==> src/rtl/tks_pkg.sv <==
package tks_pkg;

    // keyword table sizes
    localparam int KW_COUNT   = 6;
    localparam int KW_SLOTS   = 8;
    localparam int LEN_W      = 3;
    localparam int CODE_W     = 3;

    // longest count the saturating word length holds
    localparam logic [LEN_W-1:0] LEN_MAX = 3'd7;

    // result codes
    localparam logic [CODE_W-1:0] KW_NONE   = 3'd0;
    localparam logic [CODE_W-1:0] KW_INT    = 3'd1;
    localparam logic [CODE_W-1:0] KW_CHAR   = 3'd2;
    localparam logic [CODE_W-1:0] KW_DOUBLE = 3'd3;
    localparam logic [CODE_W-1:0] KW_FLOAT  = 3'd4;
    localparam logic [CODE_W-1:0] KW_LONG   = 3'd5;
    localparam logic [CODE_W-1:0] KW_VOID   = 3'd6;

    localparam logic [7:0] LINE_FEED = 8'h0A;

    typedef logic [7:0] kw_text_t [KW_COUNT][KW_SLOTS];
    typedef logic [LEN_W-1:0] kw_len_t [KW_COUNT];
    typedef logic [CODE_W-1:0] kw_code_t [KW_COUNT];

    // keyword spellings, zero padded; a letter never equals a pad byte
    localparam kw_text_t KW_TEXT = '{
        '{8'h69, 8'h6E, 8'h74, 8'h00, 8'h00, 8'h00, 8'h00, 8'h00},
        '{8'h63, 8'h68, 8'h61, 8'h72, 8'h00, 8'h00, 8'h00, 8'h00},
        '{8'h64, 8'h6F, 8'h75, 8'h62, 8'h6C, 8'h65, 8'h00, 8'h00},
        '{8'h66, 8'h6C, 8'h6F, 8'h61, 8'h74, 8'h00, 8'h00, 8'h00},
        '{8'h6C, 8'h6F, 8'h6E, 8'h67, 8'h00, 8'h00, 8'h00, 8'h00},
        '{8'h76, 8'h6F, 8'h69, 8'h64, 8'h00, 8'h00, 8'h00, 8'h00}
    };

    localparam kw_len_t KW_LEN = '{3'd3, 3'd4, 3'd6, 3'd5, 3'd4, 3'd4};

    localparam kw_code_t KW_CODE = '{KW_INT, KW_CHAR, KW_DOUBLE, KW_FLOAT, KW_LONG, KW_VOID};

    // ascii letter test
    function automatic logic is_letter(input logic [7:0] b);
        return ((b >= 8'h41) && (b <= 8'h5A)) || ((b >= 8'h61) && (b <= 8'h7A));
    endfunction

endpackage

==> src/rtl/type_keyword_spotter.sv <==
// type_keyword_spotter
// Scans a text stream one byte per word on the input channel and reports,
// for every ordinary byte, whether it is a line feed and which C type
// keyword (int, char, double, float, long, void) a letter run ended by it
// spells. Letter bytes yield a result with no keyword and no line feed.
// An input word with end_of_text set yields no result and clears the word.
// Input channel: byte_valid / byte_stall with in_byte and end_of_text.
// Output channel: result_valid / result_stall with newline_seen and
// keyword_found.
// Throughput: one byte per cycle while byte_stall is low; the word state
// (length plus one match flag per keyword) updates once per accepted byte.
// When the receiver stalls, the output register holds its result and a
// one-entry skid register catches the next; byte_stall rises only while
// the skid register is full.
// Reset clears the word state and both result valid flags; no result is
// pending after reset.
module type_keyword_spotter (
    input  logic                       clk,
    input  logic                       rst_n,
    input  logic                       byte_valid,
    output logic                       byte_stall,
    input  logic [7:0]                 in_byte,
    input  logic                       end_of_text,
    output logic                       result_valid,
    input  logic                       result_stall,
    output logic                       newline_seen,
    output logic [tks_pkg::CODE_W-1:0] keyword_found
);
    import tks_pkg::*;

    logic [LEN_W-1:0]    len_reg, len_next;
    logic [KW_COUNT-1:0] flags_reg, flags_next;
    logic                out_valid_reg, out_valid_next;
    logic                skid_valid_reg, skid_valid_next;
    logic                out_nl_reg, out_nl_next;
    logic [CODE_W-1:0]   out_kw_reg, out_kw_next;
    logic                skid_nl_reg, skid_nl_next;
    logic [CODE_W-1:0]   skid_kw_reg, skid_kw_next;

    logic                accept;
    logic                res_valid;
    logic                res_nl;
    logic [CODE_W-1:0]   res_kw;
    logic [KW_COUNT-1:0] keep;
    logic [CODE_W-1:0]   found;

    assign byte_stall    = skid_valid_reg;
    assign accept        = byte_valid && !skid_valid_reg;
    assign result_valid  = out_valid_reg;
    assign newline_seen  = out_nl_reg;
    assign keyword_found = out_kw_reg;

    // per-keyword prefix test for the incoming letter
    always_comb
    begin
        for (int k = 0; k < KW_COUNT; k++)
        begin
            keep[k] = (len_reg < KW_LEN[k]) && (KW_TEXT[k][len_reg] == in_byte);
        end
    end

    // keyword that the finished word spells, first match wins
    always_comb
    begin
        found = KW_NONE;
        for (int k = KW_COUNT - 1; k >= 0; k--)
        begin
            if (flags_reg[k] && (len_reg == KW_LEN[k]))
            begin
                found = KW_CODE[k];
            end
        end
    end

    // word state and result of this byte
    always_comb
    begin
        len_next   = len_reg;
        flags_next = flags_reg;
        res_valid  = 1'b0;
        res_nl     = 1'b0;
        res_kw     = KW_NONE;
        if (accept)
        begin
            if (end_of_text)
            begin
                len_next   = '0;
                flags_next = '1;
            end
            else if (is_letter(in_byte))
            begin
                flags_next = flags_reg & keep;
                if (len_reg != LEN_MAX)
                begin
                    len_next = len_reg + 1'b1;
                end
                res_valid = 1'b1;
            end
            else
            begin
                len_next   = '0;
                flags_next = '1;
                res_valid  = 1'b1;
                res_nl     = (in_byte == LINE_FEED);
                res_kw     = found;
            end
        end
    end

    // output register with skid entry
    always_comb
    begin
        out_valid_next  = out_valid_reg;
        skid_valid_next = skid_valid_reg;
        out_nl_next     = out_nl_reg;
        out_kw_next     = out_kw_reg;
        skid_nl_next    = skid_nl_reg;
        skid_kw_next    = skid_kw_reg;
        if (!out_valid_reg || !result_stall)
        begin
            if (skid_valid_reg)
            begin
                out_valid_next  = 1'b1;
                out_nl_next     = skid_nl_reg;
                out_kw_next     = skid_kw_reg;
                skid_valid_next = 1'b0;
            end
            else
            begin
                out_valid_next = res_valid;
                out_nl_next    = res_nl;
                out_kw_next    = res_kw;
            end
        end
        else if (res_valid)
        begin
            skid_valid_next = 1'b1;
            skid_nl_next    = res_nl;
            skid_kw_next    = res_kw;
        end
    end

    // control state
    always_ff @(posedge clk or negedge rst_n)
    begin
        if (!rst_n)
        begin
            len_reg        <= '0;
            flags_reg      <= '1;
            out_valid_reg  <= 1'b0;
            skid_valid_reg <= 1'b0;
        end
        else
        begin
            len_reg        <= len_next;
            flags_reg      <= flags_next;
            out_valid_reg  <= out_valid_next;
            skid_valid_reg <= skid_valid_next;
        end
    end

    // result payload
    always_ff @(posedge clk)
    begin
        out_nl_reg  <= out_nl_next;
        out_kw_reg  <= out_kw_next;
        skid_nl_reg <= skid_nl_next;
        skid_kw_reg <= skid_kw_next;
    end

endmodule
==> config.mk <==
export PLATFORM = sky130hd
export DESIGN_NAME = type_keyword_spotter
export DESIGN_NICKNAME = d
export VERILOG_FILES = /design/src/rtl/tks_pkg.sv /design/src/rtl/type_keyword_spotter.sv
export SDC_FILE = /design/constraint.sdc
export NUM_CORES = 1
export LEC_CHECK = 0
export BUFFER_PORTS_ARGS = -buffer_cell sky130_fd_sc_hd__buf_2
export CORE_ASPECT_RATIO = 2
export CORE_MARGIN = 3
export CORE_UTILIZATION = 61
export CTS_BUF_LIST = sky130_fd_sc_hd__clkbuf_4
export DETAILED_ROUTE_END_ITERATION = 7
export GPL_TIMING_DRIVEN = 0
export PLACE_DENSITY = 0.94
export SYNTH_ARGS = -nofsm -noshare
export SYNTH_HDL_FRONTEND = slang
export SYNTH_SLANG_ARGS = --single-unit
==> constraint.sdc <==
create_clock -name clk -period 2.3 [get_ports clk]
set_input_delay 0.69 -clock clk [delete_from_list [all_inputs] [get_ports clk]]
set_output_delay 0.69 -clock clk [all_outputs]
set_load 0.05 [all_outputs]
Word level (Yosys, flattened, before mapping)
Memories as Yosys holds them, arrays and structs flattened.
Cells that the tools add are included.
Widths: inputs -> output; s select.
{ "totals": {"reg_bits": 19, "output_inout_bits": 6, "elab_cells": 99, "input_bits": 13, "n_memories": 6, "mem_bits_ro": 384} }
{ "op_classes": {"n_lt_le_gt_ge": 9, "n_eq_ne": 13, "mux": 36, "n_bitwise": 3, "n_addsub": 1, "n_reduce_logical": 23} }
{ "memory_table": {"columns": ["name", "depth", "word_bits", "rd", "rd_clocked_by_memory_dff", "write_ports", "line_no", "source"], "rows": [
  ["(name not given)", 8, 8, 1, 0, 0, "type_keyword_spotter.sv:58", "keep[k] = (len_reg < KW_LEN[k]) && (KW_TEXT[k][len_reg] == in_byte);"],
  ["(name not given)", 8, 8, 1, 0, 0, "type_keyword_spotter.sv:58", null],
  ["(name not given)", 8, 8, 1, 0, 0, "type_keyword_spotter.sv:58", null],
  ["(name not given)", 8, 8, 1, 0, 0, "type_keyword_spotter.sv:58", null],
  ["(name not given)", 8, 8, 1, 0, 0, "type_keyword_spotter.sv:58", null],
  ["(name not given)", 8, 8, 1, 0, 0, "type_keyword_spotter.sv:58", null]
]} }
{ "op_table": {"columns": ["cell", "count"], "rows": [
  ["$mux 8", 12],
  ["$eq 8x8->1", 6],
  ["$mux 3", 13],
  ["$ge 8x7->1 const B", 2],
  ["$le 8x7->1 const B", 2],
  ["$logic_and 1x1->1", 15],
  ["$mux 6", 2],
  ["$eq 3x3->1 const B", 3],
  ["$lt 3x3->1 const B", 3],
  ["$mux 1", 9],
  ["$eq 8x4->1 const B", 1],
  ["$and 6x6->6", 1],
  ["$ge 4x4->1 const B", 1],
  ["$not 3->4", 1],
  ["$reduce_and 2->1", 2],
  ["$add 3x1->3 const B", 1],
  ["$eq 3x2->1 const B", 1],
  ["$logic_not 1->1", 3],
  ["$lt 3x2->1 const B", 1],
  ["$ne 3x2->1 const B", 1],
  ["$ne 3x3->1 const B", 1],
  ["$logic_or 1x1->1", 2],
  ["$reduce_bool 2->1", 1],
  ["$not 1->1", 1]
]} }

Depth between registers and ports, before layout
{ "depth": {"depth_word": 12, "ltp_mapped": 8, "mapped_depth_nobuf": 6} }

Worst setup path before layout
OpenSTA, ideal clock, no wires.
{ "synth_path": {"path_kind": "register to register", "from": "register len_reg[1]", "to": "register out_kw_reg[1], in the netlist keyword_found[1] (data pin)", "t_arrival_ns": 1.776, "required_time_ns": 2.043, "setup_ns": 0.257, "path_stages_with_launch": 9, "path_slack_ns": 0.267, "synth_period_minus_slack_ns": 2.033, "n_path_buf": 2, "cell_sequence": "dfrtp_1 > buf_2 > inv_1 > ha_1 > buf_2 > nand3_1 > a31o_2 > a21o_1 > a32o_1"} }
{ "synth_via": {"elab_chain_cells": 12, "elab_cells_between_ends": 20, "cone_classes": "eq/ne (4); mux (10); reduce/logical (6)"} }
{ "synth_lines": {"columns": ["item", "line_no", "source"], "rows": [
  ["from (decl)", "type_keyword_spotter.sv:31", "logic [LEN_W-1:0] len_reg, len_next;"],
  ["from (signal assigned)", "type_keyword_spotter.sv:155", "len_reg <= len_next;"],
  ["$eq 3x3->1", "type_keyword_spotter.sv:68", "if (flags_reg[k] && (len_reg == KW_LEN[k]))"],
  ["$logic_and 1x1->1", "type_keyword_spotter.sv:68", null],
  ["$mux 3 (5 in a row)", "type_keyword_spotter.sv:68", null],
  ["$mux 3 (*)", "type_keyword_spotter.sv:68", null],
  ["$mux 3 (*)", "type_keyword_spotter.sv:90", "else if (is_letter(in_byte))"],
  ["$mux 3 (*)", "type_keyword_spotter.sv:85", "if (end_of_text)"],
  ["$mux 3 (*)", "type_keyword_spotter.sv:83", "if (accept)"],
  ["$mux 3 (*)", "type_keyword_spotter.sv:121", "if (skid_valid_reg)"],
  ["to (signal assigned)", "type_keyword_spotter.sv:166", "out_kw_reg <= out_kw_next;"],
  ["to (decl)", "type_keyword_spotter.sv:36", "logic [CODE_W-1:0] out_kw_reg, out_kw_next;"]
]} }
Mark *: on every way between the ends. The rest lies on a longest branch, timed or not.
A chain may end at the register's enable or synchronous reset.

Worst setup path in the final report
{ "layout_path": {"from": "register len_reg[2]", "to": "register skid_kw_reg[2] (data pin)"} }
{ "layout_via": {"elab_chain_cells": 11, "elab_cells_between_ends": 19, "cone_classes": "eq/ne (4); mux (9); reduce/logical (6)"} }
{ "layout_lines": {"columns": ["item", "line_no", "source"], "rows": [
  ["$eq 3x3->1", "type_keyword_spotter.sv:68", null],
  ["$logic_and 1x1->1", "type_keyword_spotter.sv:68", null],
  ["$mux 3 (5 in a row)", "type_keyword_spotter.sv:68", null],
  ["$mux 3 (*)", "type_keyword_spotter.sv:68", null],
  ["$mux 3 (*)", "type_keyword_spotter.sv:90", null],
  ["$mux 3 (*)", "type_keyword_spotter.sv:85", null],
  ["$mux 3 (*)", "type_keyword_spotter.sv:83", null],
  ["named net res_kw[2]", "type_keyword_spotter.sv:43", "logic [CODE_W-1:0] res_kw;"],
  ["to (signal assigned)", "type_keyword_spotter.sv:168", "skid_kw_reg <= skid_kw_next;"],
  ["to (decl)", "type_keyword_spotter.sv:38", "logic [CODE_W-1:0] skid_kw_reg, skid_kw_next;"]
]} }
The timed path passes the listed nets; every way through them passes the cells marked *.

==> impl_metrics.yaml <==
synthesis:
  synth_area_per_cell_um2: 8.94
  synthesis.nets: 218
  synth_top_cell_area_share_pct: 13.6
  synth_seq_area_share_pct: 29.7
  muxShareOfSynthArea_pct: 3.55
  netlist_area_mm2: 0.00176
  async_flop_share_pct: 57.9
  yosys.area_share.simple_pct: 24.3
  synthDistinctLibCells: 60
  synth_compound_area_share_pct: 25.4
  synth_commonest_cells: "nor2_1, xor2_1, nand2_1, nand2b_1"
  synth_top_family_by_area: "compound AO/OA/AOI/OAI gates"
  synth-edff-count: 8
  synth-xor-area-share_pct: 5.97
  yosysMostFrequentCell: "nor2_1"
  syn_inst: 197
  synth.area.top_cells: "edfxtp_1, dfstp_2, dfrtp_1"
  synth_fa_ha_area_share_pct: 5.68
  synth_flop_cell: "edfxtp_1"
  synth.largest_area_cell: "edfxtp_1"
  yosysWarningCount: 0
  synth-seq-cells: 19
detailed_routing:
  drt-wirelength-per-cell_um: 19.8
  ant_nets: 0
  wl_um: 4900
  firstDrtPassIters: 8
  vias: 1679
  drc_errors: 1
  drtIter0Drc: 86
  vias_per_cell: 6.80
pwr:
  ir_worst_vdd_mv: 0.264
  total_power_w: 0.000803
  p_per_area_mw_per_mm2: 416
  power_leakage_nw: 0.780
critical_path:
  cp_cell_sequence: "clkbuf_4 > inv_1 > clkbuf_1 > ha_1 > a21oi_2 > or3b_4 > nor2_1"
  cp_max_fo: 10
  cp.depth: 7
  worst-path-buf-inv: 3
  regToRegStartpoint: "len_reg[2]"
  r2r_end: "skid_kw_reg[2]"
  crit_slowest_cell: "dfrtp_2"
  cp_top_family: "buffers and inverters"
  endpoint: "skid_kw_reg[2]"
  criticalPathCategory: "reg -> reg"
  startpoint: "len_reg[2]"
  critPathMaxStageDelay_ps: 450
  rrSetupSlack_ps: 110
  r2r_cells: 7
  crit_required_ps: 2440
  cp-start-kind: "flop"
  critPathCaptureType: "flop"
  worstPathArrival_ps: 2330
timing:
  worstMarginPinSlew_ps: 484
  rsz0062_at_grt: "no"
  slew_headroom_pct: 67.6
  finalMaxSlewViolations: 0
  setup_viol: 0
  maxClockFrequency_mhz: 457
  fin_crit_ps: 2190
  final_hold_viol_count: 0
  fin_crit_sh_pct: 95.2
  skew_ps: 15.4
  fin_setup_tns_ps: 0
grt:
  overflow: 0
  grt_max_degree: 12
  grt_pass1_vias: 1722
  antenna_found_initial: 0
  track_usage_pct: 29.9
  grt_pass1_wl_um: 8140
job:
  maxCapViolations: 0
hold_path:
  min_path_type: "in -> async"
clock_tree:
  htreeDepth: 1
  cts-root-buf: "clkbuf_4"
  ctsHoldBuffers: 0
  clkLatencyLatePin_ps: 290
  clkTransAtPathRegs_ps: 120
  cts_tree: "yes"
  cts_buffers: 3
  clock-sinks: 19
  cts_buffer_depth: 2
placed_design:
  portBuffers: 16
  placedInstanceArea_mm2: 0.00188
  post-place-cells: 242
  hpwl_um: 3870
  place_congestion: 0.977
layout:
  final_cells: 247
  final_area_mm2: 0.00193
  fin_util_pct: 69.7
  final_nets: 240
  area_growth_pct: 9.66
  drive_gt1_share_pct: 28.0
  seqCellArea_um2: 526
  multi_input_area_mm2: 0.00115
  antennaDiodeCount: 0
  largest_reg_flops: 6
  fillers: 219
status:
  violations: "DRC"
  status: "finished with violations"
floorplanning:
  rows: 27
  start_util_pct: 63.6
  die_area_mm2: 0.00361
  io_pins: 19
  core_mm2: 0.00277
  die_x_um: 44
  fp.dieH_um: 82
-- cells by family (layout without fill, tap and decap cells) --
group | count (synthesis) | count (layout)
AO/OA/AOI/OAI | 58 | 58
flip-flops | 19 | 19
AND/OR/NAND/NOR | 73 | 73
multiplexers | 6 | 6
buffers and inverters | 21 | 42
adder cells (fa/ha/maj) | 8 | 8
XOR/XNOR | 12 | 12
-- cells in the final DEF (no fill, tap or decap), types with 3 or more instances in the layout --
cell type / count
dfrtp_1: 3
nand3_1: 3
mux2i_1: 4
buf_2: 20
buf_4: 4
dfstp_2: 6
o22ai_1: 3
nor2_1: 20
and3_1: 5
nand2_1: 9
nand2b_1: 9
o21ai_0: 8
a21oi_1: 5
a22oi_1: 4
nor2b_1: 3
xor2_1: 10
inv_1: 7
ha_1: 7
a31oi_1: 3
nor3_1: 5
o211ai_1: 6
o32ai_1: 7
clkbuf_4: 6
edfxtp_1: 8
-- worst reg2reg max path, stage by stage (launching register included) --
cell,delay (ps)
dfrtp_2,450
clkbuf_4,240
inv_1,90
clkbuf_1,230
ha_1,330
a21oi_2,160
or3b_4,410
nor2_1,130
-- how the worst min path moves through the flow --
stage | end | startpoint | cells after the start
floorplan | byte_stall | rst_n | 0
global placement | flags_reg[5] | flags_reg[5] | 2
detailed placement | flags_reg[5] | flags_reg[5] | 2
CTS | len_reg[2] | rst_n | 1
global route | len_reg[0] | rst_n | 1
finish | len_reg[0] | rst_n | 1
-- metal layers --
metal | routed length [um] | track usage, % | vias up
li1 | - | - | 778
met5 | 0 | 0 | -
met4 | 336 | 20.8 | 0
met1 | 1740 | 31.4 | 783
met3 | 293 | 3.07 | 28
met2 | 2530 | 53.2 | 90
-- metrics by stage --
stage / worst slack [ps] / hold WS [ps]
global placement: -66.9 / 514
detailed placement: -92.8 / 520
global route: 20.6 / 253
CTS: 5.88 / 259
finish: 111 / 248
floorplan: 267 / 394
-- cell type report --
cell class | count | share of cell area, %
tap | 29 | 1.88
multi-input combinational | 157 | 59.4
clock buffer | 3 | 1.17
inverter | 8 | 1.55
clock inverter | 1 | 0.259
timing repair buffer | 17 | 4.53
sequential | 19 | 27.2
buffer | 13 | 4.02
-- power breakdown --
group	internal (W)	switching [W]	leakage, nW	total [W]
clock network	0.0000646	0.000101	0.0177	0.000165
logic	0.0000834	0.000160	0.555	0.000243
registers	0.000379	0.0000150	0.208	0.000394
-- timing repair --
| item | in CTS | in global routing |
|---|---|---|
| setup buffers | 0 | 1 |
| endpoints found under the hold margin | 0 | 0 |
| pin swaps | 0 | 0 |
| setup endpoints to repair | 5 | 10 |
| gates resized for setup | 2 | 10 |
Note: power is estimated with default switching activity, not from simulation.
